### src/design/gripper_contact_detector_unit_defines.svh
// Assertion helpers for the gripper contact detector.
`ifndef GRIPPER_CONTACT_DETECTOR_UNIT_DEFINES_SVH
`define GRIPPER_CONTACT_DETECTOR_UNIT_DEFINES_SVH

// Same-cycle implication, checked on every rising clock edge out of reset.
`define GCD_ASSERT_SAME(label, clk, rst, ante, cons, msg) \
   label: assert property (@(posedge clk) disable iff (rst) (ante) |-> (cons)) \
      else $error(msg);

// Next-cycle implication, checked on every rising clock edge out of reset.
`define GCD_ASSERT_NEXT(label, clk, rst, ante, cons, msg) \
   label: assert property (@(posedge clk) disable iff (rst) (ante) |=> (cons)) \
      else $error(msg);

`endif

### src/design/gcd_pkg.sv
`timescale 1ns / 1ps

package gcd_pkg;

   // Default sizing
   localparam int WINDOW_MAX_DEF  = 32;
   localparam int SAMPLE_BITS_DEF = 16;

   // Field widths
   localparam int POS_W      = 16;
   localparam int TORQUE_W   = 16;
   localparam int WIN_W      = 6;
   localparam int MIN_ERR_W  = 16;
   localparam int CONV_W     = 17;
   localparam int CSR_DATA_W = 17;
   localparam int CSR_IDX_W  = 2;
   localparam int CLASS_W    = 2;

   // Register indexes
   localparam logic [CSR_IDX_W-1:0] REG_WINDOW_SIZE      = 2'd0;
   localparam logic [CSR_IDX_W-1:0] REG_TORQUE_THRESHOLD = 2'd1;
   localparam logic [CSR_IDX_W-1:0] REG_MIN_POS_ERROR    = 2'd2;
   localparam logic [CSR_IDX_W-1:0] REG_CONV_THRESHOLD   = 2'd3;

   // Reset values
   localparam logic [WIN_W-1:0]            WINDOW_SIZE_RST = 6'd8;
   localparam logic signed [TORQUE_W-1:0]  TORQUE_THR_RST  = 16'sh7FFF;
   localparam logic [MIN_ERR_W-1:0]        MIN_ERR_RST     = 16'd0;
   localparam logic signed [CONV_W-1:0]    CONV_THR_RST    = 17'sd0;

   // Contact class codes
   localparam logic [CLASS_W-1:0] CLASS_NONE   = 2'd0;
   localparam logic [CLASS_W-1:0] CLASS_TORQUE = 2'd1;
   localparam logic [CLASS_W-1:0] CLASS_POS    = 2'd2;
   localparam logic [CLASS_W-1:0] CLASS_BOTH   = 2'd3;

   // Item kinds carried in tuser
   localparam logic ACTION_SAMPLE = 1'b0;
   localparam logic ACTION_CLEAR  = 1'b1;

   typedef struct packed {
      logic [WIN_W-1:0]           win_len;
      logic signed [TORQUE_W-1:0] torque_threshold;
      logic [MIN_ERR_W-1:0]       min_position_error;
      logic signed [CONV_W-1:0]   convergence_threshold;
   } cfg_type;

endpackage

### src/design/gripper_contact_detector_unit.sv
`timescale 1ns / 1ps
// Gripper contact detector. Each sample item (tuser low) carries commanded
// position, measured position and torque; the block forms the absolute
// position error, keeps the most recent errors in a window of programmable
// length, and answers every item with exactly one result item: contact_class
// (none, torque only, position only, both) and in_contact. Torque contact is
// torque above its threshold; stall contact is an error above
// min_position_error, a full window, and oldest minus newest error below
// convergence_threshold. A clear item (tuser high) empties the window and
// answers class none; writing the window length register empties it too.
// Throughput is one item per clock while the result channel is not stalled;
// an accepted item passes the input register, then the result register fed by
// the registered read port of the error ring. Write registers only while idle.

`include "gripper_contact_detector_unit_defines.svh"

module gripper_contact_detector_unit #(
   parameter int WINDOW_MAX  = gcd_pkg::WINDOW_MAX_DEF,
   parameter int SAMPLE_BITS = gcd_pkg::SAMPLE_BITS_DEF
) (
   input  logic                               clock,
   input  logic                               reset,
   // Input item channel
   input  logic                               req_tvalid,
   output logic                               req_tready,
   // tdata: [15:0] commanded_position, [31:16] measured_position,
   //        [47:32] torque_feedback
   input  logic [47:0]                        req_tdata,
   // tuser: [0] action
   input  logic                               req_tuser,
   // Result channel
   output logic                               rsp_tvalid,
   input  logic                               rsp_tready,
   // tdata: [1:0] contact_class, [2] in_contact, [7:3] zero
   output logic [7:0]                         rsp_tdata,
   // Configuration write port
   input  logic                               csr_we,
   input  logic [gcd_pkg::CSR_IDX_W-1:0]      csr_index,
   input  logic [gcd_pkg::CSR_DATA_W-1:0]     csr_wdata
);

   localparam int PTR_W = $clog2(WINDOW_MAX);
   localparam int CNT_W = $clog2(WINDOW_MAX + 1);
   localparam int DEL_W = SAMPLE_BITS + 1;
   localparam int CMP_W = (DEL_W > gcd_pkg::CONV_W) ? DEL_W : gcd_pkg::CONV_W;

   gcd_pkg::cfg_type cfg;
   logic             win_clear;

   // Stage A: input register
   logic                                 a_valid_ff, a_valid_in;
   logic                                 a_action_ff;
   logic signed [gcd_pkg::POS_W-1:0]     a_cmd_ff, a_meas_ff;
   logic signed [gcd_pkg::TORQUE_W-1:0]  a_tau_ff;

   // Stage B: result register
   logic                                 b_valid_ff, b_valid_in;
   logic                                 b_tau_hit_ff, b_check_ff, b_same_ff;
   logic [SAMPLE_BITS-1:0]               b_newest_ff;

   logic                                 req_take, a_step, b_free;
   logic [SAMPLE_BITS-1:0]               err, oldest;
   logic                                 wr_en, check_pos, same_slot;
   logic [PTR_W-1:0]                     wr_addr, rd_addr;
   logic [CNT_W-1:0]                     fill_count, window_eff;
   logic signed [DEL_W-1:0]              delta;
   logic signed [CMP_W-1:0]              delta_ext, conv_ext;
   logic                                 pos_hit;
   logic [gcd_pkg::CLASS_W-1:0]          contact_class;

   gcd_csr u_csr (
      .clock     (clock),
      .reset     (reset),
      .csr_we    (csr_we),
      .csr_index (csr_index),
      .csr_wdata (csr_wdata),
      .cfg       (cfg),
      .win_clear (win_clear)
   );

   // Handshake: stage B frees when empty or being taken; A moves into B
   assign b_free     = !b_valid_ff || rsp_tready;
   assign a_step     = a_valid_ff && b_free;
   assign req_tready = !a_valid_ff || b_free;
   assign req_take   = req_tvalid && req_tready;

   always_comb begin
      a_valid_in = a_valid_ff;
      if (req_take) begin
         a_valid_in = 1'b1;
      end else if (a_step) begin
         a_valid_in = 1'b0;
      end
      b_valid_in = b_valid_ff;
      if (a_step) begin
         b_valid_in = 1'b1;
      end else if (rsp_tready) begin
         b_valid_in = 1'b0;
      end
   end

   always_ff @(posedge clock) begin
      if (reset) begin
         a_valid_ff <= 1'b0;
         b_valid_ff <= 1'b0;
      end else begin
         a_valid_ff <= a_valid_in;
         b_valid_ff <= b_valid_in;
      end
   end

   // Capture the item fields
   always_ff @(posedge clock) begin
      if (req_take) begin
         a_action_ff <= req_tuser;
         a_cmd_ff    <= $signed(req_tdata[15:0]);
         a_meas_ff   <= $signed(req_tdata[31:16]);
         a_tau_ff    <= $signed(req_tdata[47:32]);
      end
   end

   gcd_track #(
      .WINDOW_MAX  (WINDOW_MAX),
      .SAMPLE_BITS (SAMPLE_BITS)
   ) u_track (
      .clock              (clock),
      .reset              (reset),
      .cfg                (cfg),
      .win_clear          (win_clear),
      .step               (a_step),
      .action             (a_action_ff),
      .commanded_position (a_cmd_ff),
      .measured_position  (a_meas_ff),
      .err                (err),
      .wr_en              (wr_en),
      .wr_addr            (wr_addr),
      .rd_addr            (rd_addr),
      .check_pos          (check_pos),
      .same_slot          (same_slot),
      .fill_count         (fill_count),
      .window_eff         (window_eff)
   );

   // Push the new error and fetch the oldest one in the same cycle
   gcd_ring #(
      .DEPTH (WINDOW_MAX),
      .WIDTH (SAMPLE_BITS)
   ) u_ring (
      .clock   (clock),
      .wr_en   (wr_en),
      .wr_addr (wr_addr),
      .wr_data (err),
      .rd_en   (a_step),
      .rd_addr (rd_addr),
      .rd_data (oldest)
   );

   // Hold the flags with the result; a clear item carries none
   always_ff @(posedge clock) begin
      if (a_step) begin
         b_tau_hit_ff <= (a_action_ff == gcd_pkg::ACTION_SAMPLE)
                         && (a_tau_ff > cfg.torque_threshold);
         b_check_ff   <= check_pos;
         b_same_ff    <= same_slot;
         b_newest_ff  <= err;
      end
   end

   // Stall test: a one-deep window compares the newest error with itself
   always_comb begin
      delta     = $signed({1'b0, (b_same_ff ? b_newest_ff : oldest)})
                  - $signed({1'b0, b_newest_ff});
      delta_ext = CMP_W'(delta);
      conv_ext  = CMP_W'(cfg.convergence_threshold);
      pos_hit   = b_check_ff && (delta_ext < conv_ext);
      case ({pos_hit, b_tau_hit_ff})
         2'b01:   contact_class = gcd_pkg::CLASS_TORQUE;
         2'b10:   contact_class = gcd_pkg::CLASS_POS;
         2'b11:   contact_class = gcd_pkg::CLASS_BOTH;
         default: contact_class = gcd_pkg::CLASS_NONE;
      endcase
   end

   assign rsp_tvalid = b_valid_ff;
   assign rsp_tdata  = {5'd0, (contact_class != gcd_pkg::CLASS_NONE), contact_class};

   // Window bookkeeping stays inside the effective window
   `GCD_ASSERT_SAME(a_fill_bound, clock, reset, 1'b1, (fill_count <= window_eff) && (CNT_W'(wr_addr) < window_eff), "window fill or pointer beyond effective window")
   // A clear item answers class none on the next cycle
   `GCD_ASSERT_NEXT(a_clear_none, clock, reset, a_step && (a_action_ff == gcd_pkg::ACTION_CLEAR), rsp_tvalid && (rsp_tdata[1:0] == gcd_pkg::CLASS_NONE), "clear item gave a contact result")
   // Writing the window length empties the window
   `GCD_ASSERT_NEXT(a_cfg_clear, clock, reset, win_clear, fill_count == '0, "window not emptied by window length write")

endmodule

### src/design/gcd_csr.sv
`timescale 1ns / 1ps

module gcd_csr (
   input  logic                               clock,
   input  logic                               reset,
   input  logic                               csr_we,
   input  logic [gcd_pkg::CSR_IDX_W-1:0]      csr_index,
   input  logic [gcd_pkg::CSR_DATA_W-1:0]     csr_wdata,
   output gcd_pkg::cfg_type                   cfg,
   output logic                               win_clear
);

   gcd_pkg::cfg_type cfg_ff, cfg_in;

   always_comb begin
      cfg_in    = cfg_ff;
      win_clear = 1'b0;
      if (csr_we) begin
         case (csr_index)
            gcd_pkg::REG_WINDOW_SIZE: begin
               cfg_in.win_len = csr_wdata[gcd_pkg::WIN_W-1:0];
               win_clear      = 1'b1;
            end
            gcd_pkg::REG_TORQUE_THRESHOLD: begin
               cfg_in.torque_threshold = $signed(csr_wdata[gcd_pkg::TORQUE_W-1:0]);
            end
            gcd_pkg::REG_MIN_POS_ERROR: begin
               cfg_in.min_position_error = csr_wdata[gcd_pkg::MIN_ERR_W-1:0];
            end
            gcd_pkg::REG_CONV_THRESHOLD: begin
               cfg_in.convergence_threshold = $signed(csr_wdata[gcd_pkg::CONV_W-1:0]);
            end
            default: begin
               cfg_in = cfg_ff;
            end
         endcase
      end
   end

   always_ff @(posedge clock) begin
      if (reset) begin
         cfg_ff.win_len               <= gcd_pkg::WINDOW_SIZE_RST;
         cfg_ff.torque_threshold      <= gcd_pkg::TORQUE_THR_RST;
         cfg_ff.min_position_error    <= gcd_pkg::MIN_ERR_RST;
         cfg_ff.convergence_threshold <= gcd_pkg::CONV_THR_RST;
      end else begin
         cfg_ff <= cfg_in;
      end
   end

   assign cfg = cfg_ff;

endmodule

### src/design/gcd_ring.sv
`timescale 1ns / 1ps

module gcd_ring #(
   parameter int DEPTH = gcd_pkg::WINDOW_MAX_DEF,
   parameter int WIDTH = gcd_pkg::SAMPLE_BITS_DEF
) (
   input  logic                     clock,
   input  logic                     wr_en,
   input  logic [$clog2(DEPTH)-1:0] wr_addr,
   input  logic [WIDTH-1:0]         wr_data,
   input  logic                     rd_en,
   input  logic [$clog2(DEPTH)-1:0] rd_addr,
   output logic [WIDTH-1:0]         rd_data
);

   logic [WIDTH-1:0] mem [DEPTH];
   logic [WIDTH-1:0] rd_data_ff;

   always_ff @(posedge clock) begin
      if (wr_en) begin
         mem[wr_addr] <= wr_data;
      end
   end

   // Read-before-write: a colliding read returns the old entry
   always_ff @(posedge clock) begin
      if (rd_en) begin
         rd_data_ff <= mem[rd_addr];
      end
   end

   assign rd_data = rd_data_ff;

endmodule

### src/design/gcd_track.sv
`timescale 1ns / 1ps

module gcd_track #(
   parameter int WINDOW_MAX  = gcd_pkg::WINDOW_MAX_DEF,
   parameter int SAMPLE_BITS = gcd_pkg::SAMPLE_BITS_DEF,
   localparam int PTR_W      = $clog2(WINDOW_MAX),
   localparam int CNT_W      = $clog2(WINDOW_MAX + 1)
) (
   input  logic                              clock,
   input  logic                              reset,
   input  gcd_pkg::cfg_type                  cfg,
   input  logic                              win_clear,
   input  logic                              step,
   input  logic                              action,
   input  logic signed [gcd_pkg::POS_W-1:0]  commanded_position,
   input  logic signed [gcd_pkg::POS_W-1:0]  measured_position,
   output logic [SAMPLE_BITS-1:0]            err,
   output logic                              wr_en,
   output logic [PTR_W-1:0]                  wr_addr,
   output logic [PTR_W-1:0]                  rd_addr,
   output logic                              check_pos,
   output logic                              same_slot,
   output logic [CNT_W-1:0]                  fill_count,
   output logic [CNT_W-1:0]                  window_eff
);

   localparam int DIFF_W = gcd_pkg::POS_W + 1;
   localparam int SAT_W  = (SAMPLE_BITS > DIFF_W) ? SAMPLE_BITS : DIFF_W;
   localparam int WS_W   = (CNT_W > gcd_pkg::WIN_W) ? CNT_W : gcd_pkg::WIN_W;
   localparam int MIN_W  = (SAMPLE_BITS > gcd_pkg::MIN_ERR_W) ? SAMPLE_BITS
                                                              : gcd_pkg::MIN_ERR_W;

   logic [PTR_W-1:0]         wp_ff, wp_in, wp_next;
   logic [CNT_W-1:0]         fill_ff, fill_in, fill_next, wp_inc;
   logic signed [DIFF_W-1:0] diff;
   logic [DIFF_W-1:0]        diff_abs;
   logic [WS_W-1:0]          ws_ext, wmax_ext, win_sel;

   // Effective window: zero reads as one, large values clip at the ring depth
   always_comb begin
      ws_ext   = WS_W'(cfg.win_len);
      wmax_ext = WS_W'(WINDOW_MAX);
      if (ws_ext == '0) begin
         win_sel = WS_W'(1);
      end else if (ws_ext > wmax_ext) begin
         win_sel = wmax_ext;
      end else begin
         win_sel = ws_ext;
      end
      window_eff = win_sel[CNT_W-1:0];
   end

   // Absolute position error, clipped to the stored width
   always_comb begin
      diff     = DIFF_W'(commanded_position) - DIFF_W'(measured_position);
      diff_abs = diff[DIFF_W-1] ? DIFF_W'(-diff) : DIFF_W'(diff);
      if (SAT_W'(diff_abs) > SAT_W'({SAMPLE_BITS{1'b1}})) begin
         err = {SAMPLE_BITS{1'b1}};
      end else begin
         err = SAMPLE_BITS'(diff_abs);
      end
   end

   always_comb begin
      wp_inc    = CNT_W'(wp_ff) + CNT_W'(1);
      wp_next   = (wp_inc >= window_eff) ? '0 : wp_inc[PTR_W-1:0];
      fill_next = (fill_ff < window_eff) ? fill_ff + CNT_W'(1) : fill_ff;
      wp_in     = wp_ff;
      fill_in   = fill_ff;
      if (win_clear) begin
         wp_in   = '0;
         fill_in = '0;
      end else if (step) begin
         if (action == gcd_pkg::ACTION_CLEAR) begin
            wp_in   = '0;
            fill_in = '0;
         end else begin
            wp_in   = wp_next;
            fill_in = fill_next;
         end
      end
   end

   always_ff @(posedge clock) begin
      if (reset) begin
         wp_ff   <= '0;
         fill_ff <= '0;
      end else begin
         wp_ff   <= wp_in;
         fill_ff <= fill_in;
      end
   end

   assign wr_en      = step && (action == gcd_pkg::ACTION_SAMPLE);
   assign wr_addr    = wp_ff;
   assign rd_addr    = wp_next;
   assign same_slot  = (wp_next == wp_ff);
   assign check_pos  = (action == gcd_pkg::ACTION_SAMPLE)
                       && (MIN_W'(err) > MIN_W'(cfg.min_position_error))
                       && (fill_next == window_eff);
   assign fill_count = fill_ff;

endmodule
### config.mk
export PLATFORM = sky130hd
export DESIGN_NAME = gripper_contact_detector_unit
export DESIGN_NICKNAME = d
export VERILOG_FILES = /design/src/design/gcd_pkg.sv /design/src/design/gripper_contact_detector_unit.sv /design/src/design/gcd_csr.sv /design/src/design/gcd_ring.sv /design/src/design/gcd_track.sv
export VERILOG_INCLUDE_DIRS = /design/src /design/src/design
export SDC_FILE = /design/constraint.sdc
export NUM_CORES = 1
export LEC_CHECK = 0
export BUFFER_PORTS_ARGS = -buffer_cell sky130_fd_sc_hd__buf_2
export CAP_MARGIN = 10
export CORE_MARGIN = 2
export CORE_UTILIZATION = 62
export DETAILED_ROUTE_END_ITERATION = 8
export PLACE_DENSITY = 0.85
export SETUP_SLACK_MARGIN = 0.3
export SLEW_MARGIN = 30
export SYNTH_ARGS = -nofsm -noshare
export SYNTH_HDL_FRONTEND = slang
export SYNTH_SLANG_ARGS = --single-unit
### constraint.sdc
create_clock -name clock -period 5.9 [get_ports clock]
set_input_delay 0.295 -clock clock [delete_from_list [all_inputs] [get_ports clock]]
set_output_delay 0.295 -clock clock [all_outputs]
set_load 0.005 [all_outputs]
* Word level (Yosys, flattened, before mapping)
Memories as Yosys holds them, arrays and structs flattened. A register that Yosys moved wholly into a read port is not among the register bits.
Index checks and enable logic that the tools add are counted.
** Word-level totals
- Register bits after elaboration :: 136
- Memory bits (writable) :: 512
- Input port bits :: 73
- Output and inout port bits :: 10
- Memories kept :: 1
** Cells by class
- Add/sub/neg operators :: 5
- Magnitude comparators :: 7
- Equality and inequality tests :: 8
- Multiplexer cells :: 18
- Bitwise gates (word level) :: 1
- Reductions and logical operators :: 21
** Memory list
- u_ring.mem :: words 32, bits a word 16, read ports 1, clocked after memory_dff 1, wr ports 1, line gcd_ring.sv:16 : logic [WIDTH-1:0] mem [DEPTH];
** Operator list (number)
- subtractor 16 x 16 -> 17 bit :: 2
- greater-than comparator 16 bit :: 2
- 2-to-1 mux 16 bit :: 2
- 2-to-1 mux 6 bit :: 4
- greater-than comparator 17 x 16 -> 1 bit, second input constant :: 1
- less-than comparator 17 bit :: 1
- 2-to-1 mux 17 bit :: 1
- negation 17 bit :: 1
- 2-to-1 mux 5 bit :: 2
- == test 2 bit, second input constant :: 4
- 2-to-1 mux 1 bit :: 8
- AND reduction 2 bit :: 4
- logical AND 1 bit :: 7
- adder 5 x 1 -> 6 bit, second input constant :: 1
- adder 6 x 1 -> 6 bit, second input constant :: 1
- == test 6 bit :: 1
- greater-or-equal comparator 6 bit :: 1
- greater-than comparator 6 bit, second input constant :: 1
- logical NOT 6 bit :: 1
- less-than comparator 6 bit :: 1
- case mux 2 bit (3 select lines) :: 1
- nonzero test 2 bit :: 3
- == test 5 bit :: 1
- == test 2 x 1 -> 1 bit, second input constant :: 2
- 5 further kinds :: 7

* Longest topological paths before layout
Gate-level depths: netlist (run 1).
- Depth after elaboration :: 8
- Mapped depth :: 24
- Gate-level depth less buffers :: 22

* Hierarchy
A second synthesis (run 1) with hierarchy kept.
** Unflattened totals
- Cells, all modules :: 2115
- Area total of the unflattened synthesis :: 29930.0 µm²
** Modules (own cells, without submodules)
- gcd_ring :: instances 1, cells each 1143, area an instance 20696.1 µm², sequential area each 15855.2 µm²
- gripper_contact_detector_unit :: instances 1, cells each 347, area an instance 4040.1 µm², sequential area each 2082.0 µm²
- gcd_track :: instances 1, cells each 407, area an instance 2926.6 µm², sequential area each 220.2 µm²
- gcd_csr :: instances 1, cells each 218, area an instance 2267.2 µm², sequential area each 1101.1 µm²

* Least setup slack after synthesis (run 1)
No wires, ideal clock.
- Kind :: register to register
- From :: register a_meas_ff[0] (netlist bit)
- To :: register b_check_ff (data pin)
- Library setup time :: 167 ps
- Arrival :: 4866 ps
- Setup slack :: 867 ps
- Cell stages (with the launch flop) :: 20
- Path buffers :: 1
- Clock period less this slack :: 5033 ps
- Path through :: edfxtp_1 > ha_1 > fa_1 > nor2b_1 > o31a_1 > o31ai_2 > a211oi_1 > o211ai_1 > a31oi_1 > clkbuf_1 > nor2_1 > o31a_1 > a21oi_1 > ha_1 > nand4_1 > nor2_1 > and3_1 > a41oi_1 > o2111ai_1 > a211oi_1
** Between the ends
- Longest elaborated chain between the ends :: 8
** Ends and longest elaborated chain
- start: declaration :: line gripper_contact_detector_unit.sv:53 : logic signed [gcd_pkg::POS_W-1:0] a_cmd_ff, a_meas_ff;
- start signal: assignment :: line gripper_contact_detector_unit.sv:117 : a_meas_ff <= $signed(req_tdata[31:16]);
- subtractor 16 x 16 -> 17 bit (*) :: line gcd_track.sv:55 : diff = DIFF_W'(commanded_position) - DIFF_W'(measured_position);
- negation 17 bit :: line gcd_track.sv:56 : diff_abs = diff[DIFF_W-1] ? DIFF_W'(-diff) : DIFF_W'(diff);
- 2-to-1 mux 17 bit (*) :: line gcd_track.sv:56
- greater-than comparator 17 x 16 -> 1 bit :: line gcd_track.sv:57 : if (SAT_W'(diff_abs) > SAT_W'({SAMPLE_BITS{1'b1}})) begin
- 2-to-1 mux 16 bit (*) :: line gcd_track.sv:57
- net err[15] :: line gripper_contact_detector_unit.sv:62 : logic [SAMPLE_BITS-1:0] err, oldest;
- greater-than comparator 16 bit (*) :: line gcd_track.sv:99 : && (MIN_W'(err) > MIN_W'(cfg.min_position_error))
- logical AND 1 bit (*) :: line gcd_track.sv:99
- logical AND 1 bit (*) :: line gcd_track.sv:100 : && (fill_next == window_eff);
- net check_pos :: line gripper_contact_detector_unit.sv:63 : logic wr_en, check_pos, same_slot;
- end signal: assignment :: line gripper_contact_detector_unit.sv:163 : b_check_ff <= check_pos;
- end: declaration :: line gripper_contact_detector_unit.sv:58 : logic b_tau_hit_ff, b_check_ff, b_same_ff;
The timed path passes the listed nets; every way through them passes the cells marked *.
A chain may end at the register's enable or synchronous reset.

* Final worst setup path (run 1)
- From :: register b_same_ff
- To :: output rsp_tdata[2]
** Between the ends
- Longest elaborated chain between the ends :: 7
- Elaborated cells on any way between the ends :: 9
- Those cells by class :: add/sub (1); order compare (1); eq/ne (3); mux (2); reduce/logical (2)
** Ends and longest elaborated chain
- start: declaration :: line gripper_contact_detector_unit.sv:58
- start signal: assignment :: line gripper_contact_detector_unit.sv:164 : b_same_ff <= same_slot;
- 2-to-1 mux 16 bit (*) :: line gripper_contact_detector_unit.sv:171 : delta = $signed({1'b0, (b_same_ff ? b_newest_ff : oldest)})
- subtractor 16 x 16 -> 17 bit (*) :: line gripper_contact_detector_unit.sv:172 : - $signed({1'b0, b_newest_ff});
- less-than comparator 17 bit (*) :: line gripper_contact_detector_unit.sv:175 : pos_hit = b_check_ff && (delta_ext < conv_ext);
- logical AND 1 bit (*) :: line gripper_contact_detector_unit.sv:175
- == test 2 bit / == test 2 x 1 -> 1 bit (equally long branches) :: line gripper_contact_detector_unit.sv:176 : case ({pos_hit, b_tau_hit_ff})
- case mux 2 bit (3 select lines) (*) :: line gripper_contact_detector_unit.sv:176
- nonzero test 2 bit (*) :: line gripper_contact_detector_unit.sv:185 : assign rsp_tdata = {5'd0, (contact_class != gcd_pkg::CLASS_NONE), contact_class};
- end: declaration :: line gripper_contact_detector_unit.sv:35 : output logic [7:0] rsp_tdata,
Mark *: on every way between the ends. The rest lies on a longest branch, timed or not.

==> key figures, run 1 <==
STA
  – Skew final: approximately 0.034 ns
  – RSZ-0062 raised after global routing: false
  – Final Critical Period: around 5.2 ns
  – Final count of hold timing violations: 0
  – Fin crit share: between 80% and 90%
  – Final setup fails: 0
  – Fmax: about 190 MHz
  – Max Slew Vio Count: 0
  – Max_slew headroom: 31.7%
  – Setup TNS Final: 0 ns
  – Worst-margin pin slew: around 1 ns

Drt
  – Post-route DRC violation count: 0
  – Post-Route WL: about 73000 µm
  – Via count: between 15000 and 20000
  – DRT antenna net count: 0
  – Vias per cell: approximately 6.5
  – DR WL/cell: 23.8 µm
  – DRT Pass-1 Iters: 8
  – DR iter-0 viols: between 2000 and 3000

Layout
  – Ratio of cells with drive above 1 in the final layout: between 10% and 20%
  – Area growth syn-to-layout: 14.7%
  – ANT cells: 0
  – Final Cell Area: between 0.03 and 0.04 mm²
  – Final #Nets: ~2600

Hold path
  – Worst hold-check path type: input port to register

Synthesis
  – Post-Synthesis Cells: 2230
  – Flops & latches, synth: 664
  – Post-synth EDFFs: just under 600
  – Unique masters post-synth: between 70 and 80
  – Synth Cell Area: roughly 0.029 mm²
  – Syn Area/Cell: between 10 and 15 µm²
  – Register area share after synthesis: 66.7%
  – Ys async rst share: 0%
  – Most used flip-flop cell after synthesis: edfxtp_1
  – Ys Warns: 0

Critical path
  – Top Family by Delay on Critical Path: compound AO/OA/AOI/OAI gates
  – Max incr delay on CP: approximately 0.45 ns
  – Buf+Inv Stages, Crit Path: 2
  – WP data arrival: between 4 and 5 ns
  – Critical path launch point type: register
  – Slowest library cell on the worst path: edfxtp_1
  – Critical path peak fanout: 4
  – Worst Path Required: roughly 5.6 ns
  – Crit path cell chain: mux2i_1 -> ha_1 -> inv_1 -> fa_1 -> a21o_1 -> a21o_1 -> a21oi_1 -> o21ai_0 -> a41oi_1 -> a21oi_1 -> a31o_2 -> xor2_1 -> ha_1 -> a21oi_1 -> o22ai_1 -> nor4_1 -> nor2_1 -> a41oi_1 -> or2_2 -> buf_2
  – Cell mode on critical path: a21oi_1
  – CP endpoint kind: primary output
  – Crit Path Class: register to primary output

Power
  – Worst VDD drop: 0.220 mV
  – Flop pwr share: around 50%
  – Sw power: approximately 0.0028 W
  – Internal cell power: roughly 0.0083 W
  – Final Total Pwr: 0.0111 W
  – Power share of the clock group: 36.0%
  – Pwr dens: ~340 mW/mm²
  – Sw frac: between 20% and 30%
  – P_leak: around 12 nW
  – Combinational share of power: between 10% and 20%

Placement
  – Dpl hpwl: between 40000 and 50000 µm
  – Final Wtd Congestion: 0.928
  – PortBufs: 77
  – Area after DPL: a little over 0.03 mm²

Status
  – Status: finished clean

Floorplan
  – Die H: ~220 µm
  – Die area: just under 0.05 mm²
  – Core area: between 0.04 and 0.05 mm²
  – Starting Density: approximately 62%
  – I/O pin total: 83
  – Die width: 220 µm
  – # rows: 79

Global route
  – Layer with the highest usage: met2
  – Initial antenna violation count: 4
  – GRT Total Usage: between 30% and 40%
  – First-pass GRT wire length: ~110000 µm
  – Largest net degree at the start of global routing: just under 80
  – Global-route track usage on met1: ~39%
  – Total congestion overflow: 0
  – Vias in the first global route: approximately 19000
  – Met3 Use GR: under 10%
  – Grt met2 use: 49.9%

Clocking
  – Clock Path Buffers: 3
  – Clk root buf: clkbuf_16
  – TritonCTS buffer count: 60
  – Clock-pin slew on the worst setup and hold paths: around 0.07 ns
  – TritonCTS Sinks: between 600 and 700
  – CTS tree: built
  – H-tree levels: 2
  – Clk_lat worst skew: 0.65 ns

Run
  – Max_cap viols: 0
state kept, by name (all words and copies together) (netlist names):
register            count
u_ring.mem            512
u_csr.cfg              55
a_cmd_ff               16
a_meas_ff              16
a_tau_ff               16
b_newest_ff            16
u_ring.rd_data         16
u_track.fill_count      6
u_track.wr_addr         5
a_action_ff             1
a_valid_ff              1
b_check_ff              1
b_same_ff               1
b_tau_hit_ff            1
rsp_tvalid              1
per-stage QoR:
| step | util (%) | std cells | hold slack, ns | setup WS (ns) |
|---|---|---|---|---|
| after floorplan | - | 2234 | 0.394 | 0.867 |
| after global placement | 65.6 | 2891 | 0.442 | 0.872 |
| after detailed placement | 65.6 | 2891 | 0.448 | 0.700 |
| after CTS | 71.5 | 3072 | 0.0483 | 0.553 |
| after global routing | 71.6 | 3072 | 0.0984 | 0.373 |
| final | 71.6 | 3072 | 0.0763 | 0.701 |
metal layers:
metal	vias to the layer above	routed length, µm
li1	8754	-
met1	9657	26500
met2	1208	35400
met3	236	8310
met4	2	2960
met5	-	13
cells by family after synthesis:
group                    Yosys count  share of synthesized area, %
XOR/XNOR                          42                          1.30
AND/OR/NAND/NOR                  684                          10.8
adder cells (fa/ha/maj)           99                          4.34
multiplexers                      89                          3.64
AO/OA/AOI/OAI                    441                          10.4
other                              1                        0.0130
buffers and inverters            210                          2.84
flip-flops                       664                          66.7
cells in the final DEF, fill, tap and decap left out, types with 15 or more instances in the layout:
| master | Yosys | routed |
|---|---|---|
| or3_1 | 50 | 50 |
| a32oi_1 | 21 | 21 |
| edfxtp_1 | 596 | 596 |
| o21ai_0 | 65 | 65 |
| mux2_2 | 19 | 19 |
| ha_1 | 97 | 97 |
| xnor2_1 | 23 | 23 |
| a211o_1 | 15 | 15 |
| o211ai_1 | 48 | 48 |
| nor2b_1 | 16 | 16 |
| nand2_1 | 300 | 300 |
| nor4_1 | 17 | 17 |
| nand3_1 | 79 | 79 |
| dlygate4sd3_1 | 0 | 68 |
| xor2_1 | 18 | 18 |
| nor2_1 | 133 | 124 |
| buf_4 | 5 | 84 |
| o221ai_1 | 34 | 34 |
| a31oi_1 | 23 | 23 |
| a211oi_1 | 24 | 20 |
| dfxtp_1 | 68 | 67 |
| inv_1 | 99 | 98 |
| mux2i_1 | 59 | 59 |
| buf_2 | 4 | 76 |
| nand4_1 | 19 | 19 |
| clkbuf_16 | 0 | 61 |
| a21oi_1 | 112 | 111 |
Yosys cell counts (all sizes together), types with 8 or more instances:
cell,number,share of area (%)
a222oi,9,0.31
dfxtp,68,4.7
clkbuf,92,1.2
o221ai,34,1.0
buf,18,0.34
xor2,19,0.60
a22oi,8,0.21
a21o,14,0.36
mux4,11,0.86
a211o,15,0.45
mux2,19,0.74
xnor2,23,0.70
edfxtp,596,62
nand2,310,4.1
a31oi,23,0.50
nand2b,12,0.26
mux2i,59,2.0
a32oi,21,0.64
nor2b,16,0.35
ha,97,4.2
o21ai,69,1.2
nand3,79,1.4
a211oi,24,0.62
nor3,13,0.23
o2111ai,11,0.33
nor2,133,1.7
nand4,19,0.41
a21oi,112,1.9
nor4,17,0.37
or3,50,1.1
o211ai,48,1.2
o21a,13,0.34
inv,100,1.3
final timing paths:
kind                                   startpoint                      endpoint  cells after the start  slack [ns]
hold / removal                             csr_we    u_csr.cfg[33]$_SDFFE_PP1P_                      4        0.08
setup reg to reg  u_track.wr_addr[2]$_SDFFE_PP0P_  u_ring.rd_data[12]$_DFFE_PP_                     11        0.90
hold reg to reg        u_csr.cfg[11]$_SDFFE_PP0P_    u_csr.cfg[11]$_SDFFE_PP0P_                      2        0.46
setup / recovery              b_same_ff$_DFFE_PP_                  rsp_tdata[2]                     20        0.70
timing repair:
action / 4_1_cts / 5_1_grt
hold endpoints to repair: 105 / 0
buffers inserted: 2 / 0
setup endpoints to repair: 2 / 3
gates resized for setup: 0 / 2
cloned: 0 / 0
hold buffers: 68 / 0
layout make-up:
class                      count  area (µm²)
fill                        2837       13100
clock inverter                36         427
inverter                     100         375
sequential                   664       19300
clock buffer                  75        1600
timing repair buffer         230        1730
tap                          607         759
multi-input combinational   1360        8970
worst register-to-register path: stages, from the launching register on:
cell	delay, ns
dfxtp_1	0.56
nand3_1	0.43
nor3_1	0.45
ha_1	0.35
and3_1	0.33
a21oi_1	0.51
and2_1	0.41
nor4_1	0.14
buf_4	0.24
nand3_1	0.10
nand3_1	0.28
nor4_1	0.87
power groups by stage:
stage | clock [W] | sequential [W] | combinational (W)
finish | 0.00400 | 0.00554 | 0.00158
global route | 0.00421 | 0.00554 | 0.00172
CTS | 0.00402 | 0.00554 | 0.00156
detailed placement | 0 | 0.00564 | 0.00151
global placement | 0 | 0.00564 | 0.00143
floorplan | 0 | 0.00563 | 0.000919
Power figures use the tool's default switching activity.
==> run 2: changes to the inputs <==
--- a/config.mk
+++ b/config.mk
@@ -9,9 +9,10 @@
 export BUFFER_PORTS_ARGS = -buffer_cell sky130_fd_sc_hd__buf_2
 export CAP_MARGIN = 10
 export CORE_MARGIN = 2
-export CORE_UTILIZATION = 62
+export CORE_UTILIZATION = 39
 export DETAILED_ROUTE_END_ITERATION = 8
-export PLACE_DENSITY = 0.85
+export GPL_TIMING_DRIVEN = 0
+export PLACE_DENSITY = 0.6
 export SETUP_SLACK_MARGIN = 0.3
 export SLEW_MARGIN = 30
 export SYNTH_ARGS = -nofsm -noshare
==> run 2 against run 1 <==
Net effect: critical path depth decreased by 5; non-clock buffer count up 68; setup slack lost 0.44 ns; die area is 58% higher; design area increased by 4.4%; clock power increased by 5.3%; wire length grew 14%; sequential power is essentially flat; power grew 4.5%; clock-buffer cell count rose by 18; clock skew is 0.0087 ns lower; critical path type is now register to register; critical endpoint is now u_ring.rd_data[5]$_DFFE_PP_; highest routed layer unchanged.
==> key figures, run 2 (synthesized netlist as in run 1, its figures left out) <==
Critical path
  – WP data arrival: 5.93 ns (+1.03 ns)
  – Crit path cell chain: clkbuf_2 -> inv_1 -> clkbuf_2 -> buf_2 -> ha_1 -> ha_1 -> a21o_1 -> a21o_1 -> a211oi_4 -> nor2_1 -> clkbuf_1 -> o221ai_1 -> o211ai_1 -> a211oi_1 -> nor4_1
  – Worst Path Required: 6.19 ns (+0.58 ns)
  – Critical path peak fanout: 11 (+7)
  – Crit Path Class: register to register
  – Slowest library cell on the worst path: a211oi_1
  – CP endpoint kind: register
  – Max incr delay on CP: 0.71 ns (+0.26 ns)
  – Critical path launch point type: register

Layout
  – Area growth syn-to-layout: 19.7%
  – ANT cells: 0 (unchanged)
  – Final #Nets: 2670 (+3.2%)
  – Max reg flops: 512 (unchanged)
  – Area of the multi-input gates: 0.00947 mm² (+5.6%)
  – Ratio of cells with drive above 1 in the final layout: 14.8% (+1.3 points)
  – Final Util: 47.2% (-24 points)
  – Most common cell after layout, fill and taps aside: edfxtp_1
  – Register name with the most flops: u_ring.mem
  – Most frequent cells in the layout: 596 x edfxtp_1, 297 x nand2_1, 110 x a21oi_1, 98 x inv_1, 98 x nor2_1
  – Reg area: 0.0193 mm² (about the same)
  – Non-filler instance count after layout: 3505 (+14%)
  – Filler instances: 6378 (+120%)

Drt
  – DR iter-0 viols: 2143 (-16%)
  – Post-Route WL: 83200 µm (+14%)
  – Post-route DRC violation count: 0 (unchanged)
  – Via count: 19700 (-0.77%)
  – DRT Pass-1 Iters: 6 (-2)
  – DR WL/cell: 23.7 µm (-0.47%)
  – Vias per cell: 5.62 (-13%)
  – DRT antenna net count: 0 (unchanged)

Clocking
  – TritonCTS buffer count: 69 (+15%)
  – H-tree levels: 3 (+1)
  – Clock Path Buffers: 3 (unchanged)
  – TritonCTS Sinks: 664 (unchanged)
  – CTS tree: built
  – Clk root buf: clkbuf_16
  – Clock-pin slew on the worst setup and hold paths: 0.06 ns (about the same)
  – Clk_lat worst skew: 0.61 ns (-0.04 ns)

Placement
  – Placed Cells: 3302 (+14%)
  – PortBufs: 76 (-1.3%)
  – Final Wtd Congestion: 0.960 (+3.4%)
  – Dpl hpwl: 55900 µm (+25%)

Global route
  – Total congestion overflow: 0 (unchanged)
  – GRT Total Usage: 21.5% (-9.0 points)
  – Vias in the first global route: 19500 (+1.3%)
  – Initial antenna violation count: 4 (unchanged)
  – Largest net degree at the start of global routing: 50 (-36%)
  – First-pass GRT wire length: 122000 µm (+11%)

STA
  – Fmax: 177 MHz (-7.8%)
  – Fin crit share: 95.5% (+7.4 points)
  – Worst-margin pin slew: 1.01 ns (-0.0150 ns)
  – Skew final: 0.0257 ns (-0.00872 ns)
  – RSZ-0062 raised after global routing: true
  – Final Critical Period: 5.64 ns (+0.437 ns)
  – Max_slew headroom: 32.9% (+1.3 points)
  – Final count of hold timing violations: 0 (unchanged)
  – Final setup fails: 0 (unchanged)
  – Max Slew Vio Count: 0 (unchanged)

Status
  – Status: finished clean

Floorplan
  – Die H: 276 µm (+26%)
  – Die width: 276 µm (+26%)
  – # rows: 99 (+25%)
  – I/O pin total: 83 (unchanged)
  – Die area: 0.0763 mm² (+58%)
  – Starting Density: 39.5% (-23 points)
  – Core area: 0.0732 mm² (+58%)

Power
  – Worst VDD drop: 0.204 mV (-7.0%)
  – P_leak: 11.8 nW (+2.2%)
  – Pwr dens: 336 mW/mm² (+0.13%)

Hold path
  – Worst hold-check path type: input port to register

Run
  – Max_cap viols: 0 (unchanged)
-- run 2: changes by cell type in the layout (fill, tap and decap cells not counted), moves of 7 or more --
cell,before,now
nand2_8,0,10
a211oi_1,20,13
buf_6,0,15
buf_2,76,85
nor2_1,124,98
clkbuf_2,0,15
clkbuf_1,12,93
buf_4,84,18
nand2_2,10,2
clkbuf_16,61,73
nor2_2,1,23
buf_16,0,7
-- run 2: layout make-up --
cell class | count | share of cell area, %
Clock inverter | 26 | 0.579
Tap cell | 959 | 3.47
Inverter | 100 | 1.09
Timing Repair Buffer | 188 | 4.72
Clock buffer | 93 | 5.62
Buffer | 110 | 1.42
Multi-Input combinational cell | 1365 | 27.4
Sequential cell | 664 | 55.7
-- run 2: routing by layer --
metal | share of wire (%) | wire length [µm] | vias up | global-route usage (%)
li1 | - | - | 8957 | -
met1 | 40 | 33500 | 9712 | 27.7
met2 | 47 | 38900 | 868 | 34.8
met3 | 8.9 | 7440 | 166 | 4.86
met4 | 4.0 | 3320 | 2 | 9.44
met5 | 0.013 | 11 | - | 0
-- run 2: path summary, 6_finish.rpt --
path	from	endpoint	slack, ns	depth (start not counted)
setup / recovery	u_track.wr_addr[0]$_SDFFE_PP0P_	u_ring.rd_data[5]$_DFFE_PP_	0.26	15
hold / removal	reset	u_track.fill_count[2]$_SDFFE_PP0P_	0.05	3
setup reg to reg	u_track.wr_addr[0]$_SDFFE_PP0P_	u_ring.rd_data[5]$_DFFE_PP_	0.26	15
hold reg to reg	u_csr.cfg[12]$_SDFFE_PP0P_	u_csr.cfg[12]$_SDFFE_PP0P_	0.46	2
-- run 2: what timing repair did --
item                       CTS  global route
hold endpoints to repair   103             0
pin swaps                    7             3
gates cloned                 4             1
buffers inserted             9             2
resized for setup           57            29
setup endpoints to repair   19            12
hold buffers                68             0
-- run 2: power breakdown --
group	internal [W]	switching, W	total (W)	leakage [nW]
registers	0.00551	0.0000247	0.00554	5.96
logic	0.000589	0.00129	0.00188	4.80
clock network	0.00243	0.00178	0.00421	1.05
-- run 2: critical path: cells and delay by family (launching register included) --
| family | cells | cell delay, ns |
|---|---|---|
| and+or+nand+nor | 2 | 0.41 |
| buffers and inverters | 5 | 1.67 |
| AOI/OAI and AO/OA | 6 | 2.28 |
| adders and majority gates | 2 | 0.58 |
| DFF | 1 | 0.34 |
-- run 2: through the flow --
stage / instance area (µm²) / hold slack, ns / setup WS (ns) / setup TNS, ns / power [W]
after floorplan: 28900 / 0.394 / 0.867 / 0 / 0.00655
after global placement: 30500 / 0.448 / -2.56 / -52.15 / 0.00716
after detailed placement: 31200 / 0.450 / -0.652 / -6.27 / 0.00730
after CTS: 34400 / 0.0115 / 0.323 / 0 / 0.0116
after global routing: 34600 / 0.0568 / 0.214 / 0 / 0.0120
final: 34600 / 0.0490 / 0.263 / 0 / 0.0116
